## src/design/scf_pkg.sv

```systemverilog
// Package for the sum-checked frame parser: field widths, reset constants
// and the frame hand-over type passed from the parser to the emitter.
// No dependencies.
`default_nettype none

package scf_pkg;

    localparam int BYTE_W = 8;
    localparam int LEN_W  = 6;
    localparam int IDX_W  = 5;

    localparam logic [BYTE_W-1:0] HEADER_RESET = 8'hAA;

    // A frame whose checksum matched, handed to the emitter for draining.
    typedef struct packed {
        logic              start;
        logic [LEN_W-1:0]  length;
        logic [BYTE_W-1:0] command;
    } scf_frame_t;

endpackage : scf_pkg

`default_nettype wire

```

## src/design/sum_checked_frame_parser.sv

```systemverilog
// Top level of the sum-checked frame parser: parser, payload buffer RAM
// and emitter. Depends on scf_pkg, scf_ram, scf_parser and scf_emitter.
//
//   Channel   Handshake               Payload
//   input     in_valid / in_stall     rx_byte
//   output    out_valid / out_stall   is_payload, data_byte, frame_length,
//                                     byte_index, last_of_frame
//   config    cfg_we                  cfg_wdata (header value)
//
// One received byte is taken per cycle while no frame is being drained.
// After a checksum match the input is stalled while the frame drains: the
// command transaction is loaded first, then one payload transaction per
// cycle, paced by the single read port of the payload RAM and by out_stall.
// Reset is asynchronous and active low; the payload RAM is not cleared, as
// only entries written in the current frame are ever read.
`default_nettype none

module sum_checked_frame_parser #(
    parameter int MAX_PAYLOAD = 32
) (
    input  wire logic                       clk,
    input  wire logic                       rst_n,
    input  wire logic                       cfg_we,
    input  wire logic [scf_pkg::BYTE_W-1:0] cfg_wdata,
    input  wire logic                       in_valid,
    output logic                            in_stall,
    input  wire logic [scf_pkg::BYTE_W-1:0] rx_byte,
    output logic                            out_valid,
    input  wire logic                       out_stall,
    output logic                            is_payload,
    output logic      [scf_pkg::BYTE_W-1:0] data_byte,
    output logic      [scf_pkg::LEN_W-1:0]  frame_length,
    output logic      [scf_pkg::IDX_W-1:0]  byte_index,
    output logic                            last_of_frame
);

    import scf_pkg::*;

    localparam int ADDR_W = (MAX_PAYLOAD > 1) ? $clog2(MAX_PAYLOAD) : 1;

    scf_frame_t        frame;
    logic              busy;
    logic              byte_valid;
    logic              wr_en;
    logic [ADDR_W-1:0] wr_addr;
    logic [BYTE_W-1:0] wr_data;
    logic              rd_en;
    logic [ADDR_W-1:0] rd_addr;
    logic [BYTE_W-1:0] rd_data;

    assign in_stall   = busy;
    assign byte_valid = in_valid && !busy;

    scf_parser #(
        .MAX_PAYLOAD (MAX_PAYLOAD),
        .ADDR_W      (ADDR_W)
    ) u_parser (
        .clk        (clk),
        .rst_n      (rst_n),
        .cfg_we     (cfg_we),
        .cfg_wdata  (cfg_wdata),
        .byte_valid (byte_valid),
        .rx_byte    (rx_byte),
        .wr_en      (wr_en),
        .wr_addr    (wr_addr),
        .wr_data    (wr_data),
        .frame      (frame)
    );

    scf_ram #(
        .DATA_W (BYTE_W),
        .DEPTH  (MAX_PAYLOAD),
        .ADDR_W (ADDR_W)
    ) u_payload_ram (
        .clk     (clk),
        .wr_en   (wr_en),
        .wr_addr (wr_addr),
        .wr_data (wr_data),
        .rd_en   (rd_en),
        .rd_addr (rd_addr),
        .rd_data (rd_data)
    );

    scf_emitter #(
        .ADDR_W (ADDR_W)
    ) u_emitter (
        .clk           (clk),
        .rst_n         (rst_n),
        .frame         (frame),
        .busy          (busy),
        .rd_en         (rd_en),
        .rd_addr       (rd_addr),
        .rd_data       (rd_data),
        .out_valid     (out_valid),
        .out_stall     (out_stall),
        .is_payload    (is_payload),
        .data_byte     (data_byte),
        .frame_length  (frame_length),
        .byte_index    (byte_index),
        .last_of_frame (last_of_frame)
    );

endmodule : sum_checked_frame_parser

`default_nettype wire

```

## src/design/scf_ram.sv

```systemverilog
// Generic simple dual-port RAM: one synchronous write port and one read
// port with registered read data. No dependencies.
`default_nettype none

module scf_ram #(
    parameter int DATA_W = 8,
    parameter int DEPTH  = 32,
    parameter int ADDR_W = (DEPTH > 1) ? $clog2(DEPTH) : 1
) (
    input  wire logic              clk,
    input  wire logic              wr_en,
    input  wire logic [ADDR_W-1:0] wr_addr,
    input  wire logic [DATA_W-1:0] wr_data,
    input  wire logic              rd_en,
    input  wire logic [ADDR_W-1:0] rd_addr,
    output logic      [DATA_W-1:0] rd_data
);

    logic [DATA_W-1:0] mem [DEPTH];

    always_ff @(posedge clk)
    begin
        if (wr_en)
        begin
            mem[wr_addr] <= wr_data;
        end
        if (rd_en)
        begin
            rd_data <= mem[rd_addr];
        end
    end

endmodule : scf_ram

`default_nettype wire

```

## src/design/scf_parser.sv

```systemverilog
// Byte-level frame parser: header search, length check, running checksum
// and payload writes into the buffer RAM. Depends on scf_pkg.
`default_nettype none

module scf_parser #(
    parameter int MAX_PAYLOAD = 32,
    parameter int ADDR_W      = 5
) (
    input  wire logic                       clk,
    input  wire logic                       rst_n,
    input  wire logic                       cfg_we,
    input  wire logic [scf_pkg::BYTE_W-1:0] cfg_wdata,
    input  wire logic                       byte_valid,
    input  wire logic [scf_pkg::BYTE_W-1:0] rx_byte,
    output logic                            wr_en,
    output logic      [ADDR_W-1:0]          wr_addr,
    output logic      [scf_pkg::BYTE_W-1:0] wr_data,
    output scf_pkg::scf_frame_t             frame
);

    import scf_pkg::*;

    typedef enum logic [2:0] {
        PH_HEADER,
        PH_LENGTH,
        PH_COMMAND,
        PH_PAYLOAD,
        PH_CHECK
    } phase_t;

    localparam logic [BYTE_W-1:0] MAX_LEN = BYTE_W'(MAX_PAYLOAD);
    localparam logic [LEN_W-1:0]  MAX_CNT = LEN_W'(MAX_PAYLOAD);

    phase_t            phase_reg, phase_next;
    logic [BYTE_W-1:0] header_reg, header_next;
    logic [LEN_W-1:0]  length_reg, length_next;
    logic [BYTE_W-1:0] command_reg, command_next;
    logic [BYTE_W-1:0] sum_reg, sum_next;
    logic [LEN_W-1:0]  count_reg, count_next;
    logic [LEN_W-1:0]  count_inc;

    assign count_inc = count_reg + LEN_W'(1);
    assign wr_addr   = count_reg[ADDR_W-1:0];
    assign wr_data   = rx_byte;

    always_comb
    begin
        phase_next    = phase_reg;
        header_next   = cfg_we ? cfg_wdata : header_reg;
        length_next   = length_reg;
        command_next  = command_reg;
        sum_next      = sum_reg;
        count_next    = count_reg;
        wr_en         = 1'b0;
        frame.start   = 1'b0;
        frame.length  = length_reg;
        frame.command = command_reg;
        if (byte_valid)
        begin
            unique case (phase_reg)
                PH_HEADER:
                begin
                    if (rx_byte == header_reg)
                    begin
                        phase_next = PH_LENGTH;
                    end
                end
                PH_LENGTH:
                begin
                    // An oversized length drops straight back to header search.
                    if (rx_byte <= MAX_LEN)
                    begin
                        length_next = rx_byte[LEN_W-1:0];
                        sum_next    = rx_byte;
                        phase_next  = PH_COMMAND;
                    end
                    else
                    begin
                        phase_next = PH_HEADER;
                    end
                end
                PH_COMMAND:
                begin
                    command_next = rx_byte;
                    sum_next     = sum_reg + rx_byte;
                    count_next   = '0;
                    phase_next   = (length_reg != '0) ? PH_PAYLOAD : PH_CHECK;
                end
                PH_PAYLOAD:
                begin
                    wr_en      = (count_reg < MAX_CNT);
                    sum_next   = sum_reg + rx_byte;
                    count_next = count_inc;
                    if (count_inc >= length_reg)
                    begin
                        phase_next = PH_CHECK;
                    end
                end
                PH_CHECK:
                begin
                    frame.start = (rx_byte == sum_reg);
                    phase_next  = PH_HEADER;
                end
                default:
                begin
                    phase_next = PH_HEADER;
                end
            endcase
        end
    end

    always_ff @(posedge clk or negedge rst_n)
    begin
        if (!rst_n)
        begin
            phase_reg   <= PH_HEADER;
            header_reg  <= HEADER_RESET;
            length_reg  <= '0;
            command_reg <= '0;
            sum_reg     <= '0;
            count_reg   <= '0;
        end
        else
        begin
            phase_reg   <= phase_next;
            header_reg  <= header_next;
            length_reg  <= length_next;
            command_reg <= command_next;
            sum_reg     <= sum_next;
            count_reg   <= count_next;
        end
    end

endmodule : scf_parser

`default_nettype wire

```

## src/design/scf_emitter.sv

```systemverilog
// Frame emitter: reads the buffered payload back from the RAM and drives
// the output register, command first. Depends on scf_pkg.
`default_nettype none

module scf_emitter #(
    parameter int ADDR_W = 5
) (
    input  wire logic                       clk,
    input  wire logic                       rst_n,
    input  wire scf_pkg::scf_frame_t        frame,
    output logic                            busy,
    output logic                            rd_en,
    output logic      [ADDR_W-1:0]          rd_addr,
    input  wire logic [scf_pkg::BYTE_W-1:0] rd_data,
    output logic                            out_valid,
    input  wire logic                       out_stall,
    output logic                            is_payload,
    output logic      [scf_pkg::BYTE_W-1:0] data_byte,
    output logic      [scf_pkg::LEN_W-1:0]  frame_length,
    output logic      [scf_pkg::IDX_W-1:0]  byte_index,
    output logic                            last_of_frame
);

    import scf_pkg::*;

    typedef enum logic [1:0] {
        E_IDLE,
        E_CMD,
        E_FETCH
    } emit_state_t;

    emit_state_t       state_reg, state_next;
    logic [LEN_W-1:0]  len_reg, len_next;
    logic [BYTE_W-1:0] cmd_reg, cmd_next;
    logic [LEN_W-1:0]  idx_reg, idx_next;
    logic [LEN_W-1:0]  idx_inc;
    logic              can_load;

    logic              valid_reg, valid_next;
    logic              pay_reg, pay_next;
    logic [BYTE_W-1:0] data_reg, data_next;
    logic [LEN_W-1:0]  flen_reg, flen_next;
    logic [IDX_W-1:0]  index_reg, index_next;
    logic              last_reg, last_next;

    assign idx_inc  = idx_reg + LEN_W'(1);
    assign can_load = !valid_reg || !out_stall;
    assign busy     = (state_reg != E_IDLE);

    always_comb
    begin
        state_next = state_reg;
        len_next   = len_reg;
        cmd_next   = cmd_reg;
        idx_next   = idx_reg;
        rd_en      = 1'b0;
        rd_addr    = '0;
        valid_next = valid_reg && out_stall;
        pay_next   = pay_reg;
        data_next  = data_reg;
        flen_next  = flen_reg;
        index_next = index_reg;
        last_next  = last_reg;
        unique case (state_reg)
            E_IDLE:
            begin
                if (frame.start)
                begin
                    len_next   = frame.length;
                    cmd_next   = frame.command;
                    state_next = E_CMD;
                end
            end
            E_CMD:
            begin
                if (can_load)
                begin
                    valid_next = 1'b1;
                    pay_next   = 1'b0;
                    data_next  = cmd_reg;
                    flen_next  = len_reg;
                    index_next = '0;
                    last_next  = (len_reg == '0);
                    if (len_reg != '0)
                    begin
                        rd_en      = 1'b1;
                        idx_next   = '0;
                        state_next = E_FETCH;
                    end
                    else
                    begin
                        state_next = E_IDLE;
                    end
                end
            end
            E_FETCH:
            begin
                // The RAM output holds the entry at idx_reg until the next read.
                if (can_load)
                begin
                    valid_next = 1'b1;
                    pay_next   = 1'b1;
                    data_next  = rd_data;
                    flen_next  = len_reg;
                    index_next = idx_reg[IDX_W-1:0];
                    last_next  = (idx_inc == len_reg);
                    if (idx_inc == len_reg)
                    begin
                        state_next = E_IDLE;
                    end
                    else
                    begin
                        rd_en    = 1'b1;
                        rd_addr  = idx_inc[ADDR_W-1:0];
                        idx_next = idx_inc;
                    end
                end
            end
            default:
            begin
                state_next = E_IDLE;
            end
        endcase
    end

    always_ff @(posedge clk or negedge rst_n)
    begin
        if (!rst_n)
        begin
            state_reg <= E_IDLE;
            len_reg   <= '0;
            cmd_reg   <= '0;
            idx_reg   <= '0;
            valid_reg <= 1'b0;
            pay_reg   <= 1'b0;
            data_reg  <= '0;
            flen_reg  <= '0;
            index_reg <= '0;
            last_reg  <= 1'b0;
        end
        else
        begin
            state_reg <= state_next;
            len_reg   <= len_next;
            cmd_reg   <= cmd_next;
            idx_reg   <= idx_next;
            valid_reg <= valid_next;
            pay_reg   <= pay_next;
            data_reg  <= data_next;
            flen_reg  <= flen_next;
            index_reg <= index_next;
            last_reg  <= last_next;
        end
    end

    // The frame length travels with each transaction, so a new frame that
    // arrives while the last one is still stalled cannot disturb it.
    assign out_valid     = valid_reg;
    assign is_payload    = pay_reg;
    assign data_byte     = data_reg;
    assign frame_length  = flen_reg;
    assign byte_index    = index_reg;
    assign last_of_frame = last_reg;

endmodule : scf_emitter

`default_nettype wire

```

## config.mk

```make
export PLATFORM = sky130hd
export DESIGN_NAME = sum_checked_frame_parser
export DESIGN_NICKNAME = d
export VERILOG_FILES = /design/src/design/scf_pkg.sv /design/src/design/sum_checked_frame_parser.sv /design/src/design/scf_ram.sv /design/src/design/scf_parser.sv /design/src/design/scf_emitter.sv
export SDC_FILE = /design/constraint.sdc
export NUM_CORES = 1
export LEC_CHECK = 0
export BUFFER_PORTS_ARGS = -buffer_cell sky130_fd_sc_hd__buf_4
export CORE_ASPECT_RATIO = 1.4
export CORE_MARGIN = 2
export CORE_UTILIZATION = 62
export DETAILED_ROUTE_END_ITERATION = 12
export GPL_TIMING_DRIVEN = 1
export PLACE_DENSITY = 0.76
export SYNTH_ARGS = -nofsm -noshare
export SYNTH_HDL_FRONTEND = slang
export SYNTH_SLANG_ARGS = --single-unit
export TNS_END_PERCENT = 20
```

## constraint.sdc

```tcl
create_clock -name clk -period 3.1 [get_ports clk]
set_input_delay 0.155 -clock clk [delete_from_list [all_inputs] [get_ports clk]]
set_output_delay 0.155 -clock clk [all_outputs]
set_load 0.1 [all_outputs]
```

# == After elaboration in Yosys (flattened, before gate mapping) ==
# Memories as Yosys holds them, arrays and structs flattened. A register that Yosys moved wholly into a read port is not among the register bits.
# Cells that the tools add are included.
# op_classes
n_addsub,3
n_lt_le_gt_ge,3
n_eq_ne,18
n_mux,47
n_reduce_logical,27
# op_table
op,n
case mux 8 bit (2 select lines),2
two-way mux 5 bit,5
two-way mux 6 bit,4
two-way mux 8 bit,3
case mux 6 bit (2 select lines),2
equality test 8 bit,2
two-way mux 1 bit,16
!= test 2 x 1 -> 1 bit (second input constant),7
adder 6 x 1 -> 6 bit (second input constant),2
two-way mux 2 bit,6
case mux 3 bit (4 select lines),1
AND reduction 3 bit,4
nonzero test 6 bit,2
case mux 5 bit (2 select lines),1
two-way mux 3 bit,3
adder 8 bit,1
<= comparator 8 x 6 -> 1 bit (second input constant),1
AND reduction 2 bit,4
nonzero test 2 bit,4
equality test 3 x 2 -> 1 bit (second input constant),2
equality test 6 bit,1
>= comparator 6 bit,1
zero test 6 bit,1
< comparator 6 bit (second input constant),1
15 further kinds,22
# totals
register_bits,83
mem_bits_rw,256
output_inout_bits,23
memories,1
# memory_table
memory,depth,width,rd,rd_ports_with_merged_regs,write_ports,line_no,text
u_payload_ram.mem,32,8,1,1,1,scf_ram.sv:19,logic [DATA_W-1:0] mem [DEPTH];

# == Logic depth before layout (Yosys ltp) ==
# Gate-level depths: netlist of run 1.
# depth
ltp_word,6
mapped_depth,12
mapped_depth_nobuf,10

# == By module ==
# A second synthesis of run 1 with hierarchy kept.
# unflattened
hier_cells,835
area_unflattened_um2,14691.6
# by_module_without_submodules
module,n_inst,cells_per_inst,area_per_inst_um2
scf_ram,1,417,10133.5
scf_parser,1,234,2376.0
scf_emitter,1,183,2168.3
sum_checked_frame_parser,1,1,13.8

# == Least setup slack after synthesis of run 1 ==
# No wires, ideal clock.
# synth_path
path_type,register -> register
start,"register u_emitter.valid_reg, in the netlist u_emitter.out_valid"
end,register u_payload_ram.rd_data[3] (read register of u_payload_ram.mem) (data pin)
setup_ps,283
arrival_time_ps,2660
path_slack_ps,157
stages_incl_launch_ff,10
period_less_slack_ps,2943
path_cell_list,dfrtp_1 -> nand2_1 -> and2_1 -> clkbuf_1 -> o211ai_2 -> buf_2 -> nor3_1 -> a311o_1 -> a211oi_1 -> a2111oi_2
# synth_via
elab_chain_cells,4
# synth_lines
item,line_no,text
from (decl),scf_emitter.sv:39,"logic valid_reg, valid_next;"
from (signal assigned),scf_emitter.sv:147,valid_reg <= valid_next;
zero test 1 bit *,scf_emitter.sv:47,assign can_load = !valid_reg || !out_stall;
logical OR 1 bit *,scf_emitter.sv:47,
"two-way mux 1 bit, or another cell as far along",scf_emitter.sv:99,if (can_load)
case mux 1 bit (2 select lines) / two-way mux 5 bit (equally long branches),scf_emitter.sv:64,unique case (state_reg)
to (decl),scf_ram.sv:16,output logic [DATA_W-1:0] rd_data
# Mark *: on every way between the ends. The rest lies on a longest branch, timed or not.
# A chain may end at the register's enable or synchronous reset.

# == Final worst setup path of run 1 ==
# layout_path
start,register u_emitter.idx_reg[0]
end,register u_payload_ram.rd_data[6] (read register of u_payload_ram.mem) (data pin)
# layout_via
elab_chain_cells,5
# layout_lines
item,line_no,text
from (decl),scf_emitter.sv:35,"logic [LEN_W-1:0] idx_reg, idx_next;"
from (signal assigned),scf_emitter.sv:146,idx_reg <= idx_next;
adder 6 x 1 -> 6 bit *,scf_emitter.sv:46,assign idx_inc = idx_reg + LEN_W'(1);
equality test 6 bit,scf_emitter.sv:107,if (idx_inc == len_reg)
two-way mux 1 bit / two-way mux 5 bit (equally long branches),scf_emitter.sv:107,
two-way mux 1 bit / two-way mux 5 bit (equally long branches),scf_emitter.sv:99,
case mux 1 bit (2 select lines) / two-way mux 5 bit (equally long branches),scf_emitter.sv:64,
# Marked as above.

==> metrics.md, run 1 <==
| Metric | Value |
|---|---|
| Final Cell Area | 0.01750 mm^2 |
| Fin crit share | 0.9876 |
| Placed cell area | 0.01615 mm^2 |
| Post-Synthesis Cells | 1057 |
| Die area | 0.02539 mm^2 |
| Hold Path Class | in2reg |
| Final hold slack | 84.99 ps |
| CTS tree | built |
| Reg2reg path depth | 11 |
| Int Power | 7.931 mW |
| Final ANT Viol Nets | 0 |
| Hold endpoint | u_parser.count_reg[0]$_DFFE_PN0P_ |
| Fmax | 326.6 MHz |
| Layout area overhead | 17.07% |
| First-pass GRT wire length | 55500 um |
| Synth top area cells | edfxtp_1 (53%), dfrtp_1 (13%), mux2_2 (4.7%) |
| Via count | 9800 |
| Sequential share of the synthesized area | 0.6695 |
| Clock share of power | 0.377 |
| # setup viols final | 0 |
| # port buffers | 43 |
| CP required | 3470 ps |
| Clock sink count | 347 |
| Top FF cell, synth | edfxtp_1 |
| Ys Warns | 0 |
| Maximum vdd ir drop | 0.5554 mV |
| Clock buffer count from CTS | 31 |
| Final Non-Filler Cells | 1531 |
| Final hold violations | 0 |
| Die height | 187.7 um |
| Switching Share | 0.2364 |
| Leakage | 6.439 nW |
| Reg area | 0.01001 mm^2 |
| Layout fillers | 1550 |
| Status | complete, no violations |
| Site Rows | 67 |
| Commonest non-fill, non-tap cell in the layout | edfxtp_1 |
| Yosys cell types | 69 |
| Largest net degree at the start of global routing | 84 |
| Worst hold path cell count | 5 |
| Synth Cell Area | 0.01495 mm^2 |
| Critical R2R Capture | u_payload_ram.rd_data[6]$_DFFE_PP_ |
| Comb power frac | 0.104 |
| Slew Viols, Final | 0 |
| P_sw | 2.456 mW |
| DRT Wirelength | 36800 um |
| Kind of critical path | reg2reg |
| Top-Level Pins | 44 |
| Multi-input logic area | 0.004753 mm^2 |
| DP Wirelength | 23360 um |
| CP Capture Type | register |
| Worst EP arrival | 3430 ps |
| Pwr/cell area | 593.4 mW/mm^2 |
| DR DRC count | 0 |
| Register bit count reported by yosys | 347 |
| Worst-path clk slew | 70 ps |
| Worst slew margin | 0.3084 |
| Crit path max fanout | 10 |
| Total track usage | 0.2918 |
| Routed length per instance | 24.04 um |
| Final Critical Period | 3061 ps |
| Slew @ Worst Pin | 1037 ps |
| Clock buffer depth | 3 |
| Average size of a mapped cell | 14.15 um^2 |
| Unrepaired setup endpoints after global routing | yes |
| Iteration-0 DRC Markers | 1150 |
| Clk_skew | 20.24 ps |
| Initial antenna violation count | 0 |
| EDFF count, synth | 264 |
| Hold path startpoint | in_valid |
| Fraction of registers with async set/reset | 0.2392 |
| R2r setup slk | 40 ps |
| Power, Total | 10.39 mW |
| Clk root buf | clkbuf_16 |
| Sequential Power Share | 0.518 |
| Mapped Nets | 1100 |
| Crit start category | register |
| Area share of the largest cell type after synthesis | 0.5302 |
| Most frequent cells in the layout | edfxtp_1 (264), buf_4 (136), nor2_1 (89), nand2_1 (78), dfrtp_1 (77) |
| Max reg flops | 256 |
| Placed insts | 1451 |
| Biggest register | u_payload_ram.mem |
| Yosys top cell by area | edfxtp_1 |
| Core Area | 0.02381 mm^2 |
| Nets | 1239 |
| Vias in the first global route | 9595 |
| Grt ovf | 0 |
| Diodes inserted | 0 |
| Vias per cell | 6.401 |
| DIE WIDTH | 135.2 um |
| Layout cells sized above 1 | 0.2449 |
| Drt pass-1 iters | 6 |
| Initial Util | 0.6280 |
| GP Congestion | 0.9529 |
| Total of max-cap violations | 0 |
| Clock latency on the worst-skew pair | 570 ps |
| Worst R2R Start | u_emitter.idx_reg[0]$_DFFE_PN0P_ |
| H-tree level count | 1 |
[critical path: stages (launching register included)]
cell	delay, ps
dfrtp_2	410
ha_2	280
nand3_1	140
buf_4	190
o31a_1	300
buf_6	170
o211ai_2	370
buf_4	260
o221ai_1	150
o21ai_0	240
a211oi_2	140
a2111oi_2	220
[how the worst max path moves through the flow]
stage	to	startpoint	slack [ps]	cells past startpoint
5_1_grt	u_payload_ram.rd_data[1]$_DFFE_PP_	u_emitter.idx_reg[0]$_DFFE_PN0P_	-120	10
4_1_cts	u_payload_ram.rd_data[6]$_DFFE_PP_	u_emitter.idx_reg[0]$_DFFE_PN0P_	-80	8
3_3_place_gp	u_payload_ram.rd_data[1]$_DFFE_PP_	u_emitter.idx_reg[0]$_DFFE_PN0P_	20	10
3_5_place_dp	u_payload_ram.rd_data[5]$_DFFE_PP_	u_emitter.idx_reg[0]$_DFFE_PN0P_	-80	10
6_report	u_payload_ram.rd_data[6]$_DFFE_PP_	u_emitter.idx_reg[0]$_DFFE_PN0P_	40	11
2_1_floorplan	u_payload_ram.rd_data[3]$_DFFE_PP_	u_emitter.out_valid$_DFF_PN0_	160	9
[stage by stage]
stage                       util  setup WS, ps  setup TNS, ps
after floorplan                -         157.0              0
after global placement    0.6784         17.39              0
after detailed placement  0.6784        -82.41         -176.7
after CTS                 0.7309        -78.01         -138.2
after global routing      0.7352        -121.9         -378.0
final                     0.7352         38.51              0
[Yosys cell counts, types with 3 or more instances]
| master | instances |
|---|---|
| nor3_1 | 33 |
| nor2b_1 | 7 |
| nand3b_1 | 4 |
| ha_1 | 21 |
| dfstp_2 | 4 |
| dfrtp_1 | 79 |
| a22oi_1 | 8 |
| a21o_1 | 7 |
| a31oi_1 | 3 |
| o2bb2ai_1 | 8 |
| nand2b_1 | 5 |
| mux2i_1 | 37 |
| o32ai_1 | 8 |
| o221ai_1 | 18 |
| edfxtp_1 | 264 |
| o21ai_1 | 4 |
| mux4_2 | 8 |
| xor2_1 | 15 |
| inv_1 | 16 |
| nor2_1 | 91 |
| a211o_1 | 10 |
| mux2_2 | 63 |
| and3_1 | 3 |
| o22ai_1 | 16 |
| a2111oi_0 | 8 |
| a2111oi_2 | 7 |
| o21ai_0 | 36 |
| nand2_1 | 79 |
| o21a_1 | 9 |
| nand3_1 | 15 |
| a22o_1 | 7 |
| nor4_1 | 5 |
| xnor2_1 | 12 |
| buf_2 | 14 |
| o211ai_2 | 3 |
| a311o_1 | 8 |
| a211oi_1 | 18 |
| a21oi_1 | 28 |
| clkbuf_1 | 28 |
| a2bb2oi_1 | 7 |
| nand4_1 | 3 |
| buf_1 | 6 |
[final cells by class]
type	instances	share of cell area
Timing Repair Buffer	157	0.07098
Multi-Input combinational cell	642	0.2716
Tap cell	310	0.02216
Inverter	17	0.003645
Clock inverter	24	0.01472
Sequential cell	347	0.5720
Clock buffer	34	0.04496
[routing by layer]
layer	GRT usage	part of all wire	up-vias	wire length, um
met1	0.3806	0.38	4869	13960
met3	0.03190	0.064	109	2346
met5	0	0	-	0
met4	0.1454	0.053	0	1950
li1	-	-	4363	-
met2	0.4891	0.50	459	18550
[logic make-up (layout without fill, tap and decap cells)]
| kind of cell | count (synthesis) | in the layout | synth area share |
|---|---|---|---|
| muxes | 108 | 108 | 0.08427 |
| xor gates and xnor gates | 27 | 27 | 0.01582 |
| adders and majority gates | 22 | 22 | 0.01891 |
| AOI/OAI and AO/OA | 228 | 228 | 0.1162 |
| buffers and inverters | 68 | 232 | 0.01883 |
| DFF | 347 | 347 | 0.6695 |
| and+or+nand+nor | 257 | 257 | 0.07649 |
[power by group through the flow]
stage | registers, mW | clock network (mW) | logic [mW]
final | 5.38 | 3.92 | 1.09
after global routing | 5.40 | 4.15 | 1.20
after CTS | 5.38 | 3.96 | 1.08
after detailed placement | 5.47 | 0 | 1.05
after global placement | 5.46 | 0 | 1.02
after floorplan | 5.44 | 0 | 0.720
[what timing repair did]
item / 4_1_cts / 5_1_grt
hold buffers: 19 / 0
setup buffers: 0 / 3
gates resized for setup: 3 / 19
pin swaps: 0 / 2
hold endpoints to repair: 89 / 0
endpoints found under the setup margin: 6 / 8
No activity file was read; power rests on OpenSTA's default activity.
==> inputs of run 2 (changes only) <==
--- a/config.mk
+++ b/config.mk
@@ -6,12 +6,14 @@
 export NUM_CORES = 1
 export LEC_CHECK = 0
 export BUFFER_PORTS_ARGS = -buffer_cell sky130_fd_sc_hd__buf_4
+export CELL_PAD_IN_SITES_DETAIL_PLACEMENT = 1
+export CELL_PAD_IN_SITES_GLOBAL_PLACEMENT = 2
 export CORE_ASPECT_RATIO = 1.4
 export CORE_MARGIN = 2
-export CORE_UTILIZATION = 62
+export CORE_UTILIZATION = 41
 export DETAILED_ROUTE_END_ITERATION = 12
 export GPL_TIMING_DRIVEN = 1
-export PLACE_DENSITY = 0.76
+export PLACE_DENSITY = 0.73
 export SYNTH_ARGS = -nofsm -noshare
 export SYNTH_HDL_FRONTEND = slang
 export SYNTH_SLANG_ARGS = --single-unit
==> constraint.sdc (replaced) <==
create_clock -name clk -period 2.8 [get_ports clk]
set_input_delay 0.14 -clock clk [delete_from_list [all_inputs] [get_ports clk]]
set_output_delay 0.14 -clock clk [all_outputs]
set_load 0.1 [all_outputs]
==> run 2 against run 1 <==
Compared with the run above: the flow now finishes with violations (setup timing); first-iteration DRC count down 45%; combinational power up 21%; register-to-register slack worse by 120 ps; clock-buffer cell count up 7; highest routed layer unchanged.
==> metrics.md, run 2 (synthesized netlist as in run 1, its figures left out) <==
| Metric | Value |
|---|---|
| Status | finished, violations left |
| Violated checks | setup timing |
| Diodes inserted | 0 (unchanged) |
| Leakage | 6.909 nW (+7.3%) |
| Die area | 0.03803 mm^2 (+50%) |
| Worst slew margin | 0.5676 (+0.2592) |
| Biggest register | u_payload_ram.mem |
| Final hold violations | 0 (unchanged) |
| Crit start category | register |
| Unrepaired setup endpoints after global routing | yes |
| Clock buffer depth | 3 (unchanged) |
| CP Capture Type | register |
| Grt ovf | 0 (unchanged) |
| DRT Wirelength | 44250 um (+20%) |
| Most frequent cells in the layout | edfxtp_1 (264), buf_4 (186), nor2_1 (90), nand2_1 (78), dfrtp_1 (77) |
| Final Cell Area | 0.01864 mm^2 (+6.5%) |
| Core Area | 0.03591 mm^2 (+51%) |
| Worst setup margin | -86.38 ps (-124.9 ps) |
| CP required | 3160 ps (-310 ps) |
| Slew Viols, Final | 0 (unchanged) |
| Hold endpoint | u_emitter.out_valid$_DFF_PN0_ |
| Pwr/cell area | 647.2 mW/mm^2 (+9.1%) |
| Initial Util | 0.4164 (-0.2116) |
| Fin crit share | 1.031 (+0.04327) |
| Total of max-cap violations | 0 (unchanged) |
| Via count | 9922 (+1.2%) |
| # port buffers | 43 (unchanged) |
| Multi-input logic area | 0.004913 mm^2 (+3.4%) |
| DR DRC count | 0 (unchanged) |
| Clock buffer count from CTS | 36 (+16%) |
| Total track usage | 0.2374 (-0.05436) |
| DIE WIDTH | 165.4 um (+22%) |
| CTS tree | built |
| Fmax | 346.5 MHz (+6.1%) |
| Vias per cell | 5.644 (-12%) |
| Pre-CTS setup slack | -385.6 ps (-303.2 ps) |
| Clk_skew | 23.31 ps (+3.070 ps) |
| Max reg flops | 256 (unchanged) |
| Final hold slack | 16.54 ps (-68.45 ps) |
| First-pass GRT wire length | 66250 um (+19%) |
| Final Critical Period | 2886 ps (-175.1 ps) |
| Layout cells sized above 1 | 0.2994 (+0.05450) |
| Reg2reg path depth | 11 (unchanged) |
| Hold path startpoint | out_stall |
| Kind of critical path | reg2reg |
| Worst-path clk slew | 70 ps (about the same) |
| Final ANT Viol Nets | 0 (unchanged) |
| GP Congestion | 0.8638 (-9.4%) |
| Worst EP arrival | 3240 ps (-190 ps) |
| Placed cell area | 0.01685 mm^2 (+4.3%) |
| Worst hold path cell count | 3 (-2) |
| Maximum vdd ir drop | 0.4277 mV (-23%) |
| H-tree level count | 2 (+1) |
| Initial antenna violation count | 0 (unchanged) |
| Largest net degree at the start of global routing | 46 (-45%) |
| Vias in the first global route | 10540 (+9.8%) |
| Hold Path Class | in2reg |
| Drt pass-1 iters | 5 (-1) |
| DP Wirelength | 30430 um (+30%) |
| Layout fillers | 3552 (+130%) |
| Slew @ Worst Pin | 646.1 ps (-391.2 ps) |
| Crit path max fanout | 8 (-2) |
| Worst R2R Start | u_emitter.idx_reg[0]$_DFFE_PN0P_ |
| Clock latency on the worst-skew pair | 540 ps (-30 ps) |
| Commonest non-fill, non-tap cell in the layout | edfxtp_1 |
| Routed length per instance | 25.17 um (+4.7%) |
| Iteration-0 DRC Markers | 633 (-45%) |
| Layout area overhead | 24.66% |
| Site Rows | 82 (+22%) |
| # setup viols final | 7 (+7) |
| Die height | 230.0 um (+22%) |
| Clk root buf | clkbuf_16 |
| Top-Level Pins | 44 (unchanged) |
| Reg area | 0.01001 mm^2 (unchanged) |
| R2r setup slk | -90 ps (-120 ps) |
| Critical R2R Capture | u_payload_ram.rd_data[3]$_DFFE_PP_ |
| Clock sink count | 347 (unchanged) |
| Nets | 1312 (+5.9%) |
[run 2: cell types whose count changed in the layout (fill, tap and decap cells not counted), sizes merged]
cell / change
clkinvlp: -3
clkinv: +3
dlygate4sd3: +2
bufinv: -1
inv: +1
buf: +65
clkbuf: +8
[run 2: metrics by stage]
step	instances	util	total power [mW]	setup TNS [ps]
global placement	1659	0.4693	7.296	-1634
finish	1758	0.5191	12.06	-358.0
detailed placement	1659	0.4693	7.350	-1873
CTS	1749	0.5143	12.17	-339.9
floorplan	1057	-	6.823	0
global route	1758	0.5191	12.49	-1144
[run 2: worst max-delay path by stage]
stage	start	end
finish	u_emitter.idx_reg[0]$_DFFE_PN0P_	u_payload_ram.rd_data[3]$_DFFE_PP_
global route	u_emitter.idx_reg[0]$_DFFE_PN0P_	u_payload_ram.rd_data[3]$_DFFE_PP_
CTS	u_emitter.idx_reg[1]$_DFFE_PN0P_	u_payload_ram.rd_data[4]$_DFFE_PP_
detailed placement	u_emitter.idx_reg[0]$_DFFE_PN0P_	u_payload_ram.rd_data[4]$_DFFE_PP_
global placement	u_emitter.idx_reg[0]$_DFFE_PN0P_	u_payload_ram.rd_data[4]$_DFFE_PP_
floorplan	u_emitter.idx_reg[0]$_DFFE_PN0P_	u_payload_ram.rd_data[3]$_DFFE_PP_
[run 2: layer usage]
layer	routed length [um]	track usage	vias to the layer above
met1	17570	0.2927	5094
met3	1901	0.03499	87
met2	22900	0.4163	239
met5	0	0	-
met4	1878	0.09375	0
li1	-	-	4502
[run 2: final cells by class]
cell class                      count  area share
Clock buffer                       41     0.05048
Clock inverter                     24     0.01249
Inverter                           17    0.003424
Multi-Input combinational cell    642      0.2636
Sequential cell                   347      0.5372
Tap cell                          462     0.03101
Timing Repair Buffer              225      0.1018
[run 2: critical path, cell delays in order, from the launching register on]
cell       delay (ps)
dfrtp_2           440
ha_4              200
xor2_2            160
o221ai_2          180
o31a_1            290
buf_6             210
o2111ai_4         130
buf_6             170
buf_8             140
a21oi_1           250
a211oi_1          170
a2111oi_4         360
[run 2: report_power, final]
part | switching [mW] | total [mW] | internal [mW] | leakage [nW]
sequential | 0.181 | 5.95 | 5.77 | 3.46
clock | 1.99 | 4.79 | 2.80 | 0.574
combinational | 0.751 | 1.32 | 0.571 | 2.87
[run 2: timing repair]
item / 4_1_cts / 5_1_grt
gates resized for setup: 40 / 24
endpoints found under the hold margin: 53 / 0
setup buffers: 4 / 9
endpoints found under the setup margin: 8 / 13
hold buffers: 21 / 0
pin swaps: 9 / 18
gates cloned: 0 / 0
==> inputs of run 3 (changes only) <==
--- a/config.mk
+++ b/config.mk
@@ -13,7 +13,7 @@
 export CORE_UTILIZATION = 41
 export DETAILED_ROUTE_END_ITERATION = 12
 export GPL_TIMING_DRIVEN = 1
-export PLACE_DENSITY = 0.73
+export PLACE_DENSITY_LB_ADDON = 0.1
 export SYNTH_ARGS = -nofsm -noshare
 export SYNTH_HDL_FRONTEND = slang
 export SYNTH_SLANG_ARGS = --single-unit
==> run 3 against run 2 <==
Compared with the run above: global-route usage increased by 0.11 points; clock-buffer cell count up 10; die area is the same; the run still ends with setup timing left; wire length barely moved; sequential power about the same; flip-flop and latch count stayed put; sequential share of layout area down 1.5 points.
==> metrics.md, run 3 (synthesized netlist as in run 1, its figures left out) <==
| Metric | Value |
|---|---|
| Status | finished, violations left |
| Violated checks | setup timing |
| # port buffers | 43 (unchanged) |
| Unrepaired setup endpoints after global routing | yes |
| Reg2reg path depth | 14 (+3) |
| Most frequent cells in the layout | edfxtp_1 (264), buf_4 (198), nor2_1 (79), nand2_1 (78), dfrtp_1 (77) |
| Layout area overhead | 28.23% |
| Final ANT Viol Nets | 0 (unchanged) |
| Die area | 0.03803 mm^2 (unchanged) |
| Pwr/cell area | 623.4 mW/mm^2 (-3.7%) |
| CP required | 3140 ps (-20 ps) |
| Fin crit share | 1.039 (+0.008568) |
| Maximum vdd ir drop | 0.4667 mV (+9.1%) |
| CP Capture Type | register |
| Slew @ Worst Pin | 639.9 ps (-6.202 ps) |
| DIE WIDTH | 165.4 um (unchanged) |
| Die height | 230.0 um (unchanged) |
| Clock latency on the worst-skew pair | 540 ps (about the same) |
| Site Rows | 82 (unchanged) |
| Critical Path Source | u_emitter.idx_reg[0]$_DFFE_PN0P_ |
| Iteration-0 DRC Markers | 550 (-13%) |
| Worst slew margin | 0.5734 (+0.005726) |
| Critical path endpoint | u_payload_ram.rd_data[3]$_DFFE_PP_ |
| Initial Util | 0.4164 (unchanged) |
| Diodes inserted | 0 (unchanged) |
| # setup viols final | 8 (+1) |
| Core Area | 0.03591 mm^2 (unchanged) |
| Placed insts | 1671 (+0.72%) |
| Clock buffer count from CTS | 37 (+2.8%) |
| Crit start category | register |
| Clock buffer depth | 3 (unchanged) |
| Routed length per instance | 24.82 um (-1.4%) |
| H-tree level count | 2 (unchanged) |
| Final hold violations | 0 (unchanged) |
| GP Congestion | 0.8255 (-4.4%) |
| Final Critical Period | 2910 ps (+23.99 ps) |
| Max reg flops | 256 (unchanged) |
| Layout cells sized above 1 | 0.3402 (+0.04077) |
| Power, Total | 11.95 mW (-0.90%) |
| Critical R2R Capture | u_payload_ram.rd_data[3]$_DFFE_PP_ |
| Hold Path Class | in2reg |
| Commonest non-fill, non-tap cell in the layout | edfxtp_1 |
| Worst EP arrival | 3250 ps (about the same) |
| Vias in the first global route | 10590 (+0.47%) |
| Nets | 1338 (+2.0%) |
| Clk root buf | clkbuf_16 |
| Kind of critical path | reg2reg |
| Via count | 9887 (-0.35%) |
| DR DRC count | 0 (unchanged) |
| Final Non-Filler Cells | 1782 (+1.4%) |
| Worst-path clk slew | 60 ps (about the same) |
| Total of max-cap violations | 0 (unchanged) |
| Drt pass-1 iters | 5 (unchanged) |
| Largest net degree at the start of global routing | 45 (-2.2%) |
| Worst setup margin | -110.4 ps (-23.99 ps) |
| Slew Viols, Final | 0 (unchanged) |
| Hold path startpoint | rx_byte[0] |
| First-pass GRT wire length | 66060 um (-0.29%) |
| Biggest register | u_payload_ram.mem |
| Grt ovf | 0 (unchanged) |
| Initial antenna violation count | 0 (unchanged) |
| Top-Level Pins | 44 (unchanged) |
| Worst hold path cell count | 3 (unchanged) |
| R2r setup slk | -110 ps (-20 ps) |
| Total track usage | 0.2385 (+0.001080) |
| CTS tree | built |
| Clock sink count | 347 (unchanged) |
| Crit path max fanout | 8 (unchanged) |
| Leakage | 7.037 nW (+1.9%) |
| Worst R2R Start | u_emitter.idx_reg[0]$_DFFE_PN0P_ |
| Clk_skew | 13.96 ps (-9.358 ps) |
| Vias per cell | 5.548 (-1.7%) |
| DP Wirelength | 30350 um (-0.24%) |
| Fmax | 343.6 MHz (-0.82%) |
| DRT Wirelength | 44230 um (about the same) |
run 3: worst min-delay path by stage:
stage,endpoint
floorplan,u_emitter.byte_index[0]$_DFFE_PN0P_
global placement,u_parser.sum_reg[4]$_DFFE_PN0P_
detailed placement,u_parser.sum_reg[4]$_DFFE_PN0P_
CTS,u_parser.sum_reg[0]$_DFFE_PN0P_
global route,u_emitter.out_valid$_DFF_PN0_
finish,u_parser.sum_reg[0]$_DFFE_PN0P_
run 3: worst max-delay path, stage by stage, from the launching register on:
cell	delay, ps
dfrtp_2	440
ha_4	200
xor2_2	160
o221ai_2	220
buf_4	160
o31ai_4	80
buf_6	160
a21oi_4	310
buf_6	150
nand4_1	110
buf_6	180
nor2_1	130
a211oi_2	50
buf_4	140
a2111oi_2	220
run 3: area by class of cell:
type / instances / area (um^2)
fillers: 3549 / 16740
clock inverters: 13 / 142.6
inverters: 17 / 63.81
repair buffers: 248 / 2091
well taps: 462 / 578.1
flip-flops and latches: 347 / 10010
clock buffers: 51 / 978.4
multi-input cells: 644 / 5308
run 3: per-stage QoR:
stage / setup TNS [ps] / setup slack (ps) / hold WS [ps] / area, um^2 / util
finish: -597.1 / -110.4 / 13.90 / 19170 / 0.5339
global placement: -1788 / -285.0 / 210.1 / 16930 / 0.4715
CTS: -312.1 / -62.14 / 4.527 / 18700 / 0.5207
global route: -1615 / -217.0 / 46.71 / 19170 / 0.5339
floorplan: 0 / 1.762 / -155.6 / 14960 / -
detailed placement: -2869 / -470.2 / 216.3 / 16930 / 0.4715
run 3: timing repair:
item,CTS,global route
endpoints found under the hold margin,62,0
setup buffers,12,13
gates cloned,1,2
setup endpoints to repair,8,16
pin swaps,19,35
resized for setup,65,71
hold buffers,23,0
run 3: routing by layer:
| layer | global-route usage | vias up | routed length (um) |
|---|---|---|---|
| li1 | - | 4549 | - |
| met2 | 0.4245 | 226 | 23580 |
| met3 | 0.02994 | 76 | 1582 |
| met1 | 0.2959 | 5036 | 17550 |
| met4 | 0.08459 | 0 | 1524 |
| met5 | 0 | - | 0 |
run 3: power breakdown:
part | internal, mW | switching (mW) | leakage, nW
Combinational | 0.599 | 0.808 | 3.04
Sequential | 5.77 | 0.155 | 3.46
Clock | 2.64 | 1.98 | 0.538
